File: src/rtl/sliding_window_average_assert.svh
// Assertion macros shared by the sliding window average RTL.
// Both macros sample on the rising edge of clk_i.
`ifndef SLIDING_WINDOW_AVERAGE_ASSERT_SVH
`define SLIDING_WINDOW_AVERAGE_ASSERT_SVH

// Checked only while the block is out of reset.
`define SWA_ASSERT(lbl, prop, msg) \
  lbl: assert property (@(posedge clk_i) disable iff (!rst_ni) (prop)) else $error(msg);

// Checked at every edge, including while reset is applied.
`define SWA_ASSERT_ALWAYS(lbl, prop, msg) \
  lbl: assert property (@(posedge clk_i) (prop)) else $error(msg);

`endif

File: src/rtl/swa_pkg.sv
// ----------------------------------------------------------------------------
// swa_pkg
// Types, sizes and helpers shared by the sliding window average block.
// ----------------------------------------------------------------------------
package swa_pkg;

  localparam int unsigned SampleW   = 32;
  localparam int unsigned CfgW      = 9;
  localparam int unsigned WindowMax = 256;
  localparam int unsigned PtrW      = $clog2(WindowMax);
  localparam int unsigned CountW    = $clog2(WindowMax + 1);
  localparam int unsigned DivCntW   = $clog2(SampleW);

  typedef struct packed {
    logic [SampleW-1:0] sample;
    logic               last_sample;
  } swa_in_t;

  typedef struct packed {
    logic [SampleW-1:0] average;
    logic               too_short;
  } swa_out_t;

  typedef struct packed {
    logic busy;
    logic done;
  } swa_div_status_t;

  typedef enum logic [1:0] {
    StIdle,
    StUpdate,
    StDivide
  } swa_state_e;

  // A window length of zero acts as one, and anything above the delay line
  // depth acts as the full depth.
  function automatic logic [CountW-1:0] eff_window(input logic [CfgW-1:0] cfg);
    int unsigned w;
    w = int'(cfg);
    if (w == 0) begin
      w = 1;
    end
    if (w > WindowMax) begin
      w = WindowMax;
    end
    return CountW'(w);
  endfunction

endpackage

File: src/rtl/swa_divider.sv
// ----------------------------------------------------------------------------
// swa_divider
// Restoring divider, one quotient bit per cycle, 32-bit dividend by a
// window-sized divisor.
// ----------------------------------------------------------------------------
`include "sliding_window_average_assert.svh"

module swa_divider (
  input  logic                        clk_i,
  input  logic                        rst_ni,
  input  logic                        start_i,
  input  logic [swa_pkg::SampleW-1:0] dividend_i,
  input  logic [swa_pkg::CountW-1:0]  divisor_i,
  output swa_pkg::swa_div_status_t    status_o,
  output logic [swa_pkg::SampleW-1:0] quotient_o
);

  logic                        busy_q, busy_d;
  logic                        done_q, done_d;
  logic [swa_pkg::DivCntW-1:0] cnt_q, cnt_d;
  logic [swa_pkg::SampleW-1:0] quo_q, quo_d;
  logic [swa_pkg::CountW-1:0]  rem_q, rem_d;
  logic [swa_pkg::CountW-1:0]  divisor_q, divisor_d;

  logic [swa_pkg::CountW:0]    trial;
  logic                        fits;

  // The remainder stays below the divisor, so the shifted trial value needs
  // only one extra bit.
  assign trial = {rem_q, quo_q[swa_pkg::SampleW-1]};
  assign fits  = trial >= {1'b0, divisor_q};

  always_comb begin
    busy_d    = busy_q;
    done_d    = done_q;
    cnt_d     = cnt_q;
    quo_d     = quo_q;
    rem_d     = rem_q;
    divisor_d = divisor_q;
    if (start_i) begin
      busy_d    = 1'b1;
      done_d    = 1'b0;
      cnt_d     = swa_pkg::DivCntW'(swa_pkg::SampleW - 1);
      quo_d     = dividend_i;
      rem_d     = '0;
      divisor_d = divisor_i;
    end else if (busy_q) begin
      quo_d = {quo_q[swa_pkg::SampleW-2:0], fits};
      rem_d = fits ? swa_pkg::CountW'(trial - {1'b0, divisor_q})
                   : swa_pkg::CountW'(trial);
      if (cnt_q == '0) begin
        busy_d = 1'b0;
        done_d = 1'b1;
      end else begin
        cnt_d = cnt_q - swa_pkg::DivCntW'(1);
      end
    end
  end

  always_ff @(posedge clk_i or negedge rst_ni) begin
    if (!rst_ni) begin
      busy_q <= 1'b0;
      done_q <= 1'b0;
      cnt_q  <= '0;
    end else begin
      busy_q <= busy_d;
      done_q <= done_d;
      cnt_q  <= cnt_d;
    end
  end

  always_ff @(posedge clk_i) begin
    quo_q     <= quo_d;
    rem_q     <= rem_d;
    divisor_q <= divisor_d;
  end

  assign status_o.busy = busy_q;
  assign status_o.done = done_q;
  assign quotient_o    = quo_q;

  `SWA_ASSERT(a_no_restart_busy, !(start_i && busy_q), "divider started while busy")
  `SWA_ASSERT(a_finish, busy_q && !start_i && cnt_q == '0 |=> done_q && !busy_q,
              "divider did not finish after last step")
  `SWA_ASSERT(a_rem_bound, done_q |-> rem_q < divisor_q, "remainder not below divisor")

endmodule

File: config.mk
export PLATFORM = sky130hd
export DESIGN_NAME = swa_divider
export DESIGN_NICKNAME = d
export VERILOG_FILES = /design/src/rtl/swa_pkg.sv /design/src/rtl/swa_divider.sv
export VERILOG_INCLUDE_DIRS = /design/src /design/src/rtl
export SDC_FILE = /design/constraint.sdc
export NUM_CORES = 1
export LEC_CHECK = 0
export BUFFER_PORTS_ARGS = -buffer_cell sky130_fd_sc_hd__buf_2
export CAP_MARGIN = 30
export CORE_MARGIN = 1.5
export CORE_UTILIZATION = 40
export DETAILED_ROUTE_END_ITERATION = 10
export PLACE_DENSITY = 0.66
export SETUP_SLACK_MARGIN = 0.1
export SYNTH_ARGS = -nofsm -noshare
export SYNTH_HDL_FRONTEND = slang
export SYNTH_SLANG_ARGS = --single-unit
File: constraint.sdc
create_clock -name clk_i -period 2.35 [get_ports clk_i]
set_clock_uncertainty 0.2 [all_clocks]
set_input_delay 0.1175 -clock clk_i [delete_from_list [all_inputs] [get_ports clk_i]]
set_output_delay 0.1175 -clock clk_i [all_outputs]
set_load 0.005 [all_outputs]
# Word-level counts from Yosys, hierarchy flattened
# Cells that the tools add are included.
# word_totals
regBits	57
inputBits	44
# classes
n_lt_le_gt_ge	1
n_mux	12
n_reduce_logical	5
n_eq_ne	1
addsub	2
# op_table
operator	n
32-bit two-way mux	2
5-bit two-way mux	3
10-bit by 9-bit >= comparator with 1-bit output	1
9-bit two-way mux	1
9-bit subtractor	1
1-bit two-way mux	6
5-bit logical NOT	1
5-bit by 1-bit subtractor with 5-bit output (second input constant)	1
2-bit AND reduction	2
2-bit nonzero test	2
2-bit != test (second input constant)	1

# Longest topological paths before layout
# logic_depth
depth_word	4
depth_mapped	10

# Least setup slack after synthesis
# OpenSTA, ideal clock, no wires.
# synth_timing
path_kind	reg-to-reg
startpoint	register quo_q (netlist bit quotient_o[31])
endpoint	register rem_q[0] (netlist bit)
t_required_ps	2062
path_buffers	1
t_arrival_ps	2149
stages_incl_launch_ff	11
setup_slack_ps	-87
setup_time_ps	88
synth_period_minus_slack_ps	2437
path_cell_list	edfxtp_1 -> inv_1 -> ha_1 -> inv_1 -> fa_1 -> a211oi_2 -> o21ai_2 -> a31oi_4 -> buf_6 -> nand2_2 -> a311oi_2
# synth_via
elab_chain_len	2
# synth_rtl
item	line_no	source
start, declared	swa_divider.sv:21	logic [swa_pkg::SampleW-1:0] quo_q, quo_d;
start signal, assigned	swa_divider.sv:73	quo_q <= quo_d;
9-bit subtractor or 10-bit by 9-bit >= comparator with 1-bit output (tied branches)	swa_divider.sv:49, swa_divider.sv:31	
9-bit two-way mux *	swa_divider.sv:49	rem_d = fits ? swa_pkg::CountW'(trial - {1'b0, divisor_q})
end signal, assigned	swa_divider.sv:74	rem_q <= rem_d;
end, declared	swa_divider.sv:22	logic [swa_pkg::CountW-1:0] rem_q, rem_d;
# Mark *: on every way between the ends. The rest lies on a longest branch, timed or not.
# A chain may end at the register's enable or synchronous reset.

# Worst setup path after layout
# layout_timing
startpoint	register quo_q (netlist bit quotient_o[31])
endpoint	register rem_q[4] (netlist bit)
# The elaborated chain is that of the path after synthesis.

==> results.md <==
* Commonest non-fill, non-tap cell in the layout: buf_2
* Yosys reg bits at 57
* Post-synth EDFFs at 41
* FF-to-FF path depth at 10
* Total of max-cap violations at 0
* Post-Syn Instances at 213
* CTS tree: done
* Number of antenna-violating nets in the routed design at 0
* Largest net degree at the start of global routing at 33
* Vias at 2137
* YS warnings at 0
* Residual DRC at 0
* P_leak at 1.768 nW
* RSZ-0062 raised after global routing: yes
* DRT Pass-1 Iters at 4
* Routed WL at 6128 microns
* Share of cells above drive strength 1 at 0.3390
* FP Rows at 30
* CP startpoint kind: flip-flop
* Worst-Margin Slew at 0.4090 ns
* Worst Hold Class: reg2reg
* Clk_lat worst skew at 0.34 ns
* CTS Sinks at 57
* Most frequent cells in the layout: buf_2 (77), dlygate4sd3_1 (44), edfxtp_1 (41)
* CP max stage cell: edfxtp_1
* Core area at 6832 sq um
* GR Util met3 at 0.04360
* Tot Pwr at 3.580 mW
* Initial antenna violation count at 0
* GRT met1 Usage at 0.2105
* 1st-iter DRT viols at 89
* CP Data Required Time at 2.40 ns
* Max Slew Vio Count at 0
* Sw Ratio at 0.3016
* Grt met2 use at 0.2847
* Psw at 1.080 mW
* Logic pwr share at 0.348
* Worst relative slew slack at 0.7274
* Final #Nets at 405
* Fin. Hold Viols at 0
* Async S/R FF share, synth at 0.1228
* Int Pwr at 2.500 mW
* CTS Buffer Depth at 2
* Starting Density at 0.4150
* Most used cell, CP: inv_2
* Port bufs at 77
* CTS Buf Count at 9
* Yosys top cell area share at 0.4342
* Worst Setup End Kind: flip-flop
* Final setup fails at 0
* Synth area leaders: edfxtp_1 (43%), mux2_1 (13%), dfxtp_1 (6.4%)
* Overflow after GRT at 0
* Minimum hold slack at 0.2519 ns
* Sum of negative setup slack at 0 ns
* Worst-path clk slew at 0.07 ns
* H-tree levels at 3
* IO Count at 78
* Fin util at 0.6022
* Post-synthesis sequential area ratio at 0.5596
* Max Clock Freq at 435.9 MHz
* Crit share post-route at 0.9763
* Arr. time, crit path at 2.35 ns
* Post-synth net total at 269
* Syn Std Cell Area at 2835 sq um
* Final setup margin at 0.05580 ns
* Cell taking the most area after synthesis: edfxtp_1
* Die Width at 87.19 microns
* Pwr/cell area at 870.1 nW/um^2
* Setup Crit Path Kind: reg2reg
* Clock Tree Root: clkbuf_8
* Gr busiest metal: met2
* Vias per cell at 4.749
* Post-Place Setup Slack at -0.01985 ns
* Clock power frac at 0.277
* Ant. Diodes at 0
* Sequential power share at 0.375
* Outcome: finished clean
* Min Tclk post-route at 2.294 ns
* Syn_area_per_cell at 13.31 sq um
* Die height at 87.19 microns
* First-pass GRT wire length at 9804 microns
* Worst Hold Depth at 2
* RD Place Congestion at 0.8286
* Wire per inst at 13.62 microns
* Max VDD drop at 0.0003828 V
* Area Overhead vs Synth at 45.10%
* Synth cell types at 49
* Fill cell count at 579
* DP Wirelength at 3990 microns
* Crit-path max FO at 6
* Number of global-route vias before repair at 2120
* Total GRT Usage at 0.1728
* Die area at 7602 sq um
* Critical-path cell list: inv_2, ha_4, inv_2, fa_2, a211oi_2, o21ai_2, a31oi_4, buf_12, mux2i_1, a211oi_1
* Largest stage delay, worst path at 0.40 ns
* Top_reg_cell synth: edfxtp_1
[through the flow]
step                      area (sq um)  instances
after CTS                         4116        450
after floorplan                   2838        213
after global routing              4114        450
after global placement            3369        384
after detailed placement          3369        384
final                             4114        450
[worst max-delay path: cells and delay by family (launching register included)]
kind / cells / cell delay, ns
compound gates: 4 / 0.78
fa+ha+maj: 2 / 0.47
mux: 1 / 0.07
buf+inv: 3 / 0.27
flops: 1 / 0.40
[synthesized netlist by cell type (6+ instances only)]
cell type   n
dfrtp_1     7
edfxtp_1   41
dfxtp_1     9
nor2_1     13
o21ai_0     6
ha_1       11
mux2_1     32
inv_1      15
nand2b_1    7
nand2_1     7
[logic make-up (layout without fill, tap and decap cells)]
kind of cell	after synthesis	after routing	synth area share
compound gates	35	35	0.1033
xor+xnor	8	8	0.02471
fa+ha+maj	12	12	0.05560
buf+inv	24	165	0.03795
flops	57	57	0.5596
mux	36	36	0.1412
simple gates	41	41	0.07768
[what timing repair did]
action                                  4_1_cts  5_1_grt
gates resized for setup                       6        3
setup buffers                                 5        1
endpoints found under the setup margin        6       10
endpoints found under the hold margin        51        0
gates cloned                                  1        0
pin swaps                                     2        3
hold buffers                                 44        0
[sequential cells by signal (all words and copies together) (netlist names)]
signal / flops
rem_q: 9
done_q: 1
quotient_o: 32
busy_q: 1
divisor_q: 9
cnt_q: 5
[power groups by stage]
stage	Combinational [mW]	Clock, mW	Sequential [mW]
after global routing	1.35	1.06	1.36
final	1.24	0.993	1.34
after CTS	1.30	1.01	1.34
after global placement	1.01	0	1.36
after floorplan	0.737	0	1.34
after detailed placement	1.02	0	1.36
[area by class of cell]
| cell class | instances | area (sq um) | area share |
|---|---|---|---|
| Inverter | 15 | 56.30 | 0.01369 |
| Multi-Input combinational cell | 132 | 1176 | 0.2859 |
| Clock buffer | 10 | 127.6 | 0.03102 |
| Tap cell | 96 | 120.1 | 0.02920 |
| Clock inverter | 6 | 82.58 | 0.02007 |
| Timing Repair Buffer | 134 | 964.7 | 0.2345 |
| Sequential cell | 57 | 1587 | 0.3856 |
[layer usage]
| layer | wire length (microns) | vias to the layer above |
|---|---|---|
| li1 | - | 1057 |
| met1 | 2821 | 1018 |
| met2 | 2970 | 48 |
| met3 | 174 | 14 |
| met4 | 162 | 0 |
| met5 | 0 | - |
[path summary, 6_finish.rpt]
check / start / slack [ns] / to
min: rem_q[8] / 0.25 / rem_q[8]
max: quotient_o[31] / 0.06 / rem_q[4]
max in group asynchronous: rst_ni / 1.14 / cnt_q[2]
min in group asynchronous: rst_ni / 0.55 / done_q
max reg2reg: quotient_o[31] / 0.06 / rem_q[4]
min reg2reg: rem_q[8] / 0.25 / rem_q[8]
Note: power is estimated with default switching activity, not from simulation.
